## src/design/ibsc_pkg.sv

```systemverilog
// Shared types, constants and helper functions of the infrared beacon smoothing classifier.
`default_nettype none
package ibsc_pkg;

	// The smoothing divisor is a power of two, so the decay and rise divide by shifting.
	localparam int SMOOTH_SHIFT = 2;
	localparam int SMOOTH_DIV   = 1 << SMOOTH_SHIFT;
	localparam int SUM_W        = 8 + SMOOTH_SHIFT;

	localparam int QUEUE_DEPTH  = 2;
	localparam int QPTR_W       = $clog2(QUEUE_DEPTH);
	localparam int QCNT_W       = $clog2(QUEUE_DEPTH + 1);

	localparam int ADDR_W       = 5;
	localparam int REG_IDX_W    = 3;

	typedef enum logic [REG_IDX_W-1:0] {
		REG_ABSENT    = 3'd0,
		REG_RESERVED  = 3'd1,
		REG_RED_BIT   = 3'd2,
		REG_GREEN_BIT = 3'd3,
		REG_FIELD_BIT = 3'd4,
		REG_THRESHOLD = 3'd5
	} reg_idx_t;

	typedef enum logic [3:0] {
		RGN_NOWHERE     = 4'd0,
		RGN_RED         = 4'd1,
		RGN_GREEN       = 4'd2,
		RGN_FIELD       = 4'd3,
		RGN_RED_GREEN   = 4'd4,
		RGN_RED_FIELD   = 4'd5,
		RGN_GREEN_FIELD = 4'd6,
		RGN_ALL         = 4'd7,
		RGN_NONE_YET    = 4'd8
	} region_t;

	typedef struct packed {
		logic [7:0] absent_code;
		logic [7:0] reserved_pattern;
		logic [7:0] red_bit;
		logic [7:0] green_bit;
		logic [7:0] field_bit;
		logic [7:0] presence_threshold;
	} cfg_t;

	// Which beams the accepted byte reports as seen.
	typedef struct packed {
		logic red;
		logic green;
		logic field;
	} seen_t;

	function automatic logic [7:0] smooth(input logic [7:0] avg, input logic seen);
		logic [SUM_W-1:0] sum;
		sum = SUM_W'(avg) * SUM_W'(SMOOTH_DIV - 1) + SUM_W'(8'hFF);
		if (seen) begin
			return 8'(sum >> SMOOTH_SHIFT);
		end
		return avg >> SMOOTH_SHIFT;
	endfunction

	function automatic region_t classify(input logic r, input logic g, input logic f);
		priority if (r && g && f) return RGN_ALL;
		else if (r && g) return RGN_RED_GREEN;
		else if (r && f) return RGN_RED_FIELD;
		else if (g && f) return RGN_GREEN_FIELD;
		else if (r) return RGN_RED;
		else if (g) return RGN_GREEN;
		else if (f) return RGN_FIELD;
		else return RGN_NOWHERE;
	endfunction

endpackage
`default_nettype wire

```

## src/design/ibsc_cfg.sv

```systemverilog
// Configuration register file behind the APB-style port.
`default_nettype none
module ibsc_cfg (
	input  wire                          clk,
	input  wire                          arst_n,
	input  wire                          psel,
	input  wire                          penable,
	input  wire                          pwrite,
	input  wire  [ibsc_pkg::ADDR_W-1:0]  paddr,
	input  wire  [31:0]                  pwdata,
	output logic [31:0]                  prdata,
	output logic                         pready,
	output ibsc_pkg::cfg_t               cfg
);

	ibsc_pkg::cfg_t cfg_q;
	logic           wr_en;
	ibsc_pkg::reg_idx_t idx;

	assign pready = 1'b1;
	assign wr_en  = psel && penable && pwrite;
	assign idx    = ibsc_pkg::reg_idx_t'(paddr[ibsc_pkg::ADDR_W-1:2]);
	assign cfg    = cfg_q;

	always_ff @(posedge clk or negedge arst_n) begin
		if (!arst_n) begin
			cfg_q.absent_code        <= 8'd255;
			cfg_q.reserved_pattern   <= 8'd240;
			cfg_q.red_bit            <= 8'd8;
			cfg_q.green_bit          <= 8'd4;
			cfg_q.field_bit          <= 8'd2;
			cfg_q.presence_threshold <= 8'd96;
		end else if (wr_en) begin
			unique case (idx)
				ibsc_pkg::REG_ABSENT:    cfg_q.absent_code        <= pwdata[7:0];
				ibsc_pkg::REG_RESERVED:  cfg_q.reserved_pattern   <= pwdata[7:0];
				ibsc_pkg::REG_RED_BIT:   cfg_q.red_bit            <= pwdata[7:0];
				ibsc_pkg::REG_GREEN_BIT: cfg_q.green_bit          <= pwdata[7:0];
				ibsc_pkg::REG_FIELD_BIT: cfg_q.field_bit          <= pwdata[7:0];
				ibsc_pkg::REG_THRESHOLD: cfg_q.presence_threshold <= pwdata[7:0];
				default: ;
			endcase
		end
	end

	always_comb begin
		prdata = 32'd0;
		unique case (idx)
			ibsc_pkg::REG_ABSENT:    prdata = {24'd0, cfg_q.absent_code};
			ibsc_pkg::REG_RESERVED:  prdata = {24'd0, cfg_q.reserved_pattern};
			ibsc_pkg::REG_RED_BIT:   prdata = {24'd0, cfg_q.red_bit};
			ibsc_pkg::REG_GREEN_BIT: prdata = {24'd0, cfg_q.green_bit};
			ibsc_pkg::REG_FIELD_BIT: prdata = {24'd0, cfg_q.field_bit};
			ibsc_pkg::REG_THRESHOLD: prdata = {24'd0, cfg_q.presence_threshold};
			default:                 prdata = 32'd0;
		endcase
	end

endmodule
`default_nettype wire

```

## src/design/ibsc_front.sv

```systemverilog
// Front end: checks each beacon byte and decides which beams it reports as seen.
`default_nettype none
module ibsc_front (
	input  wire  [7:0]            beacon_byte,
	input  ibsc_pkg::cfg_t        cfg,
	output ibsc_pkg::seen_t       seen
);

	logic valid_code;

	assign valid_code = (beacon_byte != cfg.absent_code) &&
		((beacon_byte & cfg.reserved_pattern) == cfg.reserved_pattern);

	assign seen.red   = valid_code && ((beacon_byte & cfg.red_bit) != 8'd0);
	assign seen.green = valid_code && ((beacon_byte & cfg.green_bit) != 8'd0);
	assign seen.field = valid_code && ((beacon_byte & cfg.field_bit) != 8'd0);

endmodule
`default_nettype wire

```

## src/design/ibsc_queue.sv

```systemverilog
// Short queue of classified words between the front end and the back end.
`default_nettype none
module ibsc_queue (
	input  wire                   clk,
	input  wire                   arst_n,
	input  wire                   push,
	input  ibsc_pkg::seen_t       push_data,
	output logic                  full,
	input  wire                   pop,
	output ibsc_pkg::seen_t       pop_data,
	output logic                  not_empty
);

	ibsc_pkg::seen_t                 mem_q [ibsc_pkg::QUEUE_DEPTH];
	logic [ibsc_pkg::QPTR_W-1:0]     wr_ptr_q;
	logic [ibsc_pkg::QPTR_W-1:0]     rd_ptr_q;
	logic [ibsc_pkg::QCNT_W-1:0]     count_q;

	assign full      = (count_q == ibsc_pkg::QCNT_W'(ibsc_pkg::QUEUE_DEPTH));
	assign not_empty = (count_q != '0);
	assign pop_data  = mem_q[rd_ptr_q];

	always_ff @(posedge clk) begin
		if (push) begin
			mem_q[wr_ptr_q] <= push_data;
		end
	end

	always_ff @(posedge clk or negedge arst_n) begin
		if (!arst_n) begin
			wr_ptr_q <= '0;
			rd_ptr_q <= '0;
			count_q  <= '0;
		end else begin
			if (push) begin
				wr_ptr_q <= (wr_ptr_q == ibsc_pkg::QPTR_W'(ibsc_pkg::QUEUE_DEPTH - 1)) ?
					'0 : wr_ptr_q + 1'b1;
			end
			if (pop) begin
				rd_ptr_q <= (rd_ptr_q == ibsc_pkg::QPTR_W'(ibsc_pkg::QUEUE_DEPTH - 1)) ?
					'0 : rd_ptr_q + 1'b1;
			end
			if (push && !pop) begin
				count_q <= count_q + 1'b1;
			end else if (pop && !push) begin
				count_q <= count_q - 1'b1;
			end
		end
	end

endmodule
`default_nettype wire

```

## src/design/ibsc_back.sv

```systemverilog
// Back end: updates the three beam averages, classifies the region and holds the result word.
`default_nettype none
module ibsc_back (
	input  wire                   clk,
	input  wire                   arst_n,
	input  wire                   in_valid,
	input  ibsc_pkg::seen_t       in_seen,
	output logic                  in_pop,
	input  wire  [7:0]            threshold,
	output logic                  out_valid,
	input  wire                   out_ready,
	output logic [31:0]           out_data
);

	logic [7:0]        red_avg_q;
	logic [7:0]        green_avg_q;
	logic [7:0]        field_avg_q;
	ibsc_pkg::region_t region_q;
	logic              out_valid_q;
	logic [31:0]       out_data_q;

	logic [7:0]        red_nxt;
	logic [7:0]        green_nxt;
	logic [7:0]        field_nxt;
	ibsc_pkg::region_t region_nxt;

	// The output register frees up in the same cycle its word is taken.
	assign in_pop = in_valid && (!out_valid_q || out_ready);

	always_comb begin
		red_nxt    = ibsc_pkg::smooth(red_avg_q, in_seen.red);
		green_nxt  = ibsc_pkg::smooth(green_avg_q, in_seen.green);
		field_nxt  = ibsc_pkg::smooth(field_avg_q, in_seen.field);
		region_nxt = ibsc_pkg::classify(red_nxt > threshold, green_nxt > threshold,
			field_nxt > threshold);
	end

	always_ff @(posedge clk or negedge arst_n) begin
		if (!arst_n) begin
			red_avg_q   <= 8'd0;
			green_avg_q <= 8'd0;
			field_avg_q <= 8'd0;
			region_q    <= ibsc_pkg::RGN_NONE_YET;
			out_valid_q <= 1'b0;
		end else begin
			if (in_pop) begin
				red_avg_q   <= red_nxt;
				green_avg_q <= green_nxt;
				field_avg_q <= field_nxt;
				region_q    <= region_nxt;
				out_valid_q <= 1'b1;
			end else if (out_ready) begin
				out_valid_q <= 1'b0;
			end
		end
	end

	always_ff @(posedge clk) begin
		if (in_pop) begin
			out_data_q <= {field_nxt, green_nxt, red_nxt, region_q, region_nxt};
		end
	end

	assign out_valid = out_valid_q;
	assign out_data  = out_data_q;

endmodule
`default_nettype wire

```

## src/design/ir_beacon_smoothing_classifier_top.sv

```systemverilog
// Top level of the infrared beacon smoothing classifier.
//
//  channel | direction | handshake          | payload
//  s_*     | in        | s_tvalid/s_tready  | s_tdata[7:0] beacon_byte
//  m_*     | out       | m_tvalid/m_tready  | m_tdata region_now, region_before, levels
//  APB     | in        | psel/penable       | paddr byte address 4*index, pwdata[7:0]
//
// One word is accepted per cycle while s_tready is high; it passes through the
// queue and then the output register; the three average registers close the back-end update loop.
// Reset clears the averages to zero and the previous region to "none yet".
// A stalled output fills the two-entry queue, after which s_tready drops.
`default_nettype none
module ir_beacon_smoothing_classifier_top (
	input  wire                          clk,
	input  wire                          arst_n,
	input  wire                          s_tvalid,
	output logic                         s_tready,
	input  wire  [7:0]                   s_tdata,   // [7:0] beacon_byte
	output logic                         m_tvalid,
	input  wire                          m_tready,
	// [3:0] region_now, [7:4] region_before, [15:8] red_level,
	// [23:16] green_level, [31:24] field_level
	output logic [31:0]                  m_tdata,
	input  wire                          psel,
	input  wire                          penable,
	input  wire                          pwrite,
	input  wire  [ibsc_pkg::ADDR_W-1:0]  paddr,
	input  wire  [31:0]                  pwdata,
	output logic [31:0]                  prdata,
	output logic                         pready
);

	ibsc_pkg::cfg_t  cfg;
	ibsc_pkg::seen_t front_seen;
	ibsc_pkg::seen_t back_seen;
	logic            q_full;
	logic            q_not_empty;
	logic            q_pop;
	logic            q_push;

	assign s_tready = !q_full;
	assign q_push   = s_tvalid && !q_full;

	ibsc_cfg u_cfg (
		.clk     (clk),
		.arst_n  (arst_n),
		.psel    (psel),
		.penable (penable),
		.pwrite  (pwrite),
		.paddr   (paddr),
		.pwdata  (pwdata),
		.prdata  (prdata),
		.pready  (pready),
		.cfg     (cfg)
	);

	ibsc_front u_front (
		.beacon_byte (s_tdata),
		.cfg         (cfg),
		.seen        (front_seen)
	);

	ibsc_queue u_queue (
		.clk       (clk),
		.arst_n    (arst_n),
		.push      (q_push),
		.push_data (front_seen),
		.full      (q_full),
		.pop       (q_pop),
		.pop_data  (back_seen),
		.not_empty (q_not_empty)
	);

	ibsc_back u_back (
		.clk       (clk),
		.arst_n    (arst_n),
		.in_valid  (q_not_empty),
		.in_seen   (back_seen),
		.in_pop    (q_pop),
		.threshold (cfg.presence_threshold),
		.out_valid (m_tvalid),
		.out_ready (m_tready),
		.out_data  (m_tdata)
	);

endmodule
`default_nettype wire
```

## config.mk

```make
export PLATFORM = sky130hd
export DESIGN_NAME = ir_beacon_smoothing_classifier_top
export DESIGN_NICKNAME = d
export VERILOG_FILES = /design/src/design/ibsc_pkg.sv /design/src/design/ibsc_cfg.sv /design/src/design/ibsc_front.sv /design/src/design/ibsc_queue.sv /design/src/design/ibsc_back.sv /design/src/design/ir_beacon_smoothing_classifier_top.sv
export SDC_FILE = /design/constraint.sdc
export NUM_CORES = 1
export LEC_CHECK = 0
export ABC_AREA = 1
export BUFFER_PORTS_ARGS = -buffer_cell sky130_fd_sc_hd__clkbuf_2
export CORE_UTILIZATION = 40
export CTS_BUF_LIST = sky130_fd_sc_hd__clkbuf_8
export CTS_CLUSTER_SIZE = 8
export DETAILED_ROUTE_END_ITERATION = 6
export GPL_TIMING_DRIVEN = 0
export PLACE_DENSITY = 0.63
export SLEW_MARGIN = 20
export SYNTH_ARGS = -nofsm -noshare
export SYNTH_HDL_FRONTEND = slang
export SYNTH_HIERARCHICAL = 1
export SYNTH_SLANG_ARGS = --single-unit
```

## constraint.sdc

```tcl
create_clock -name clk -period 3.7 [get_ports clk]
set_clock_uncertainty 0.05 [all_clocks]
set_input_delay 0.74 -clock clk [delete_from_list [all_inputs] [get_ports clk]]
set_output_delay 0.74 -clock clk [all_outputs]
set_load 0.02 [all_outputs]
```

==> out/results.txt <==
For this run, the slowest stage of the critical path takes 0.39 ns. Once the clock tree was built, the resizer swapped 0 gates to a different size. The area growth from synthesis to layout is 14.64%. The ratio of cells with drive above 1 in the final layout is 19.91%.

The worst-skew pair later-pin latency came out at 0.44 ns. The run gives 0 as the number of pins with negative max-slew slack in the final report. Once routing completed, OpenROAD measured the worst setup slack at 0.3257 ns. The pre-antenna-repair detailed-routing pass consisted of 5 iterations.

For the cell area reported after detailed placement, the log shows 8817 sq um. The run gives 0 as the number of antenna violations at the first check in global routing. The clock edge transition at the registers on the reported setup and hold paths was 0.07 ns. In this design, the critical path's most frequently occurring cell is sky130_fd_sc_hd__inv_1.

The sequential-to-total area share from yosys stat was 39.16%. Power spread over the standard cell area amounts to 1042 nW/um^2. Across the run, the number of max-cap violations was 0. The run gives 1,229 as the number of nets in the final layout.

The category of the worst setup path launch point was a register. The routed design has 19,240 um of wire. The most critical setup path has its endpoint at u_back/out_data[0]$_DFFE_PP_. Clock root buffer: sky130_fd_sc_hd__clkbuf_8. Walking the worst path, the cells encountered are inv_1 > ha_1 > inv_1 > ha_1 > nand2_1 > inv_1 > nand2_1 > nand3_2 > xor2_1 > a21boi_0 > ha_1 > nand2_1 > inv_1 > nand4_1 > inv_1 > a21oi_1 > nand2_1 > a21boi_0.

Setup repair after global routing left no endpoint under its margin. The H-tree was split into 4 levels. The kind of cell with the highest combined delay along the critical path is adder cells. The data required time at the worst endpoint is 3.89 ns, and the actual slew at the worst max-slew pin is 0.6956 ns. The average wire length per cell after detail routing was 13.84 um; the number of placed I/O pins was 119. After global routing the overflow that remains totals 0. The via count of the first global-routing pass was 6,202. The number of buffer and inverter instances along the worst setup path came out at 5.

Among all cell types in the netlist, the one instantiated most often is sky130_fd_sc_hd__nand2_1. The final-report setup violation count is 0. For this block, the via count after detailed routing is 6,698. In this run the tool buffered the top-level ports with 64 buffer cells.

TritonCTS built the clock tree. The cell type of the slowest stage on the worst timing path was sky130_fd_sc_hd__dfrtp_1. The tools report the buffer count from post-CTS setup fixing as 0. The data arrival time of the worst path is 3.57 ns, and the routability congestion estimate from global placement is 0.9092. In this run, CTS created clock tree buffers numbering 17. The launch point of the worst reg-to-reg path was u_back/field_avg_q[4]$_DFFE_PN0P_. The cell type with the highest aggregate area in the netlist was sky130_fd_sc_hd__dfrtp_1. Yosys mapped a number of flops with a built-in enable equal to 37. The ratio of routed vias to standard cells is 4.819. The run gives 19,590 sq um as the core footprint.

The min-delay analysis places its worst path in the category in -> async. The worst-case IR drop observed on VDD is 0.3875 mV. The aggregate global-route resource usage was 19.90%; the share of Yosys cell area claimed by the top area cell type was 19.53%.

The number of failing hold endpoints at the final stage is 0, and the total number of cells along the worst setup path is 18. The critical-path maximum fanout was 4; the DRC marker count from the first detailed-route iteration was 452. The HPWL after detailed placement is 14,320 um. Counting I/O delays and the setup requirement, the final critical path takes 3.374 ns. The synthesized netlist occupies a cell area of 8070 sq um. The overall die height works out to 144.0 um. After layout, the worst path uses 91.20% of the clock period. Among all flip-flop cells after synthesis, the most frequent one is sky130_fd_sc_hd__dfrtp_1. Tracing the worst setup path back leads to its startpoint at u_back/field_avg_q[4]$_DFFE_PN0P_. By area the synthesized netlist is led by sky130_fd_sc_hd__dfrtp_1 20%, sky130_fd_sc_hd__nand2_1 14%, sky130_fd_sc_hd__edfxtp_1 14%. After synthesis, the netlist uses 45 different library cells. Summed over all failing endpoints, the final setup total negative slack is 0 ns.

The tree built by TritonCTS fans out to 118 sinks. For this run, the top clock speed supported by timing is 296.4 MHz. Entering global routing, the biggest net connects 82 pins. The cell count after synthesis came out at 1,006. Across all register-to-register paths, the minimum setup slack is 0.33 ns. The run gives 1,957 as the layout filler cell count. Counting flops and latches in the post-synthesis netlist gives 118.

The run gives 0 as the quantity of hold-fixing buffers added after cts. The width of the die is 144.0 um, and the first-pass GRT wire length is 31,540 um. The worst pin sits at a relative slew slack of 53.62%. The depth of the worst register-to-register path was 18. In this run the remaining antenna-violating nets after routing total 0.

The tools report the element type at the critical path end as a register. The tools report the post-detailed-route DRC marker count as 0. Sorting the synthesized cells by how often they occur yields 308 x sky130_fd_sc_hd__nand2_1, 149 x sky130_fd_sc_hd__inv_1, 65 x sky130_fd_sc_hd__ha_1. For this run, asynchronously set or reset flops after synthesis account for 68.64%. The placement row count was 51; the per-instance average area after synthesis was 8.022 sq um.

The post-layout instance area was 9251 sq um. In this run the critical register-to-register path is captured at u_back/out_data[0]$_DFFE_PP_. 0 antenna diodes ended up in the layout.

The flow ran to the end, and the final reports show no timing, DRC or antenna violations. The run gives 20,750 sq um as the full die area. The analysis attributes to cell leakage a power of 4.890 nW.

The logs give 6 for the number of warning messages in the yosys log and 0.3702 ns for the minimum setup slack after placement. Once the floorplan was initialized, standard cells occupied 41.20% of the core. The critical path is of the reg -> reg type. Counting along the longest clock path gives a buffer depth of 2.
layout by cell type (no fill, tap or decap), drive strengths merged, types with 4 or more instances in the layout:
cell,n
conb,26
dfrtp,63
xor2,7
bufinv,4
ha,65
nand2,319
dfstp,18
o21ai,75
xnor2,10
o22ai,4
nand4,44
o21a,4
nor2,47
buf,44
edfxtp,37
inv,159
clkinv,6
a21oi,24
a21o,5
nand3,51
a21boi,6
and2,5
clkbuf,87
where the power goes:
part           internal [mW]  leakage [nW]  switching, mW
combinational           2.17          3.32           3.85
clock                  0.747         0.220          0.549
sequential              2.05          1.34          0.271
total                   4.97          4.89           4.67
sequential cells by signal (all words and copies together) (netlist names), 2 cells and up:
name	flops
u_back/field_avg_q	8
u_back/green_avg_q	8
u_back/out_data	31
u_back/red_avg_q	8
u_back/region_q	4
u_cfg/cfg	48
u_queue/count_q	2
u_queue/mem_q	6
per-stage QoR:
step / utilization, % / instances / hold slack [ns] / total power [mW]
2_1_floorplan: - / 1029 / 0.3719 / 6.885
3_3_place_gp: 44.96 / 1358 / 0.3798 / 8.202
3_5_place_dp: 45.01 / 1358 / 0.3865 / 8.326
4_1_cts: 47.21 / 1390 / 0.3051 / 9.671
5_1_grt: 47.22 / 1390 / 0.3239 / 10.72
6_report: 47.22 / 1390 / 0.2774 / 9.637
layer usage:
| layer | routed length (um) | track usage, % | vias up |
|---|---|---|---|
| met5 | 0 | 0 | - |
| met4 | 368 | 7.391 | 0 |
| met3 | 993 | 3.377 | 24 |
| met2 | 9017 | 32.57 | 179 |
| met1 | 8858 | 26.26 | 3086 |
| li1 | - | - | 3409 |
kinds of logic after synthesis:
family | after synthesis | share of synthesized area (%)
buffers and inverters | 206 | 12.09
other | 3 | 0.1395
adders and majority gates | 65 | 10.08
muxes | 3 | 0.4186
and+or+nand+nor | 469 | 26.54
xor gates and xnor gates | 17 | 1.845
DFF | 118 | 39.16
AOI/OAI and AO/OA | 125 | 9.721
how the worst min path moves through the flow:
stage,end,slack (ns),depth (start not counted)
6_report,u_cfg/cfg[16]$_DFFE_PN0P_,0.28,1
5_1_grt,u_cfg/cfg[29]$_DFFE_PN0P_,0.32,1
4_1_cts,u_cfg/cfg[22]$_DFFE_PN0P_,0.31,1
3_5_place_dp,u_back/region_q[3]$_DFFE_PN1P_,0.39,2
3_3_place_gp,u_back/region_q[3]$_DFFE_PN1P_,0.38,2
2_1_floorplan,u_back/region_q[3]$_DFFE_PN1P_,0.37,2
cell type report:
cell class / instances / area (sq um) / share of cell area [%]
inverter: 157 / 599.3 / 6.478
sequential: 118 / 3161 / 34.16
buffer: 49 / 376.6 / 4.071
clock buffer: 18 / 247.7 / 2.678
multi-input combinational: 705 / 4024 / 43.49
tap: 265 / 331.6 / 3.584
timing repair buffer: 64 / 329.1 / 3.557
clock inverter: 14 / 182.7 / 1.975
Note: power is estimated with default switching activity, not from simulation.
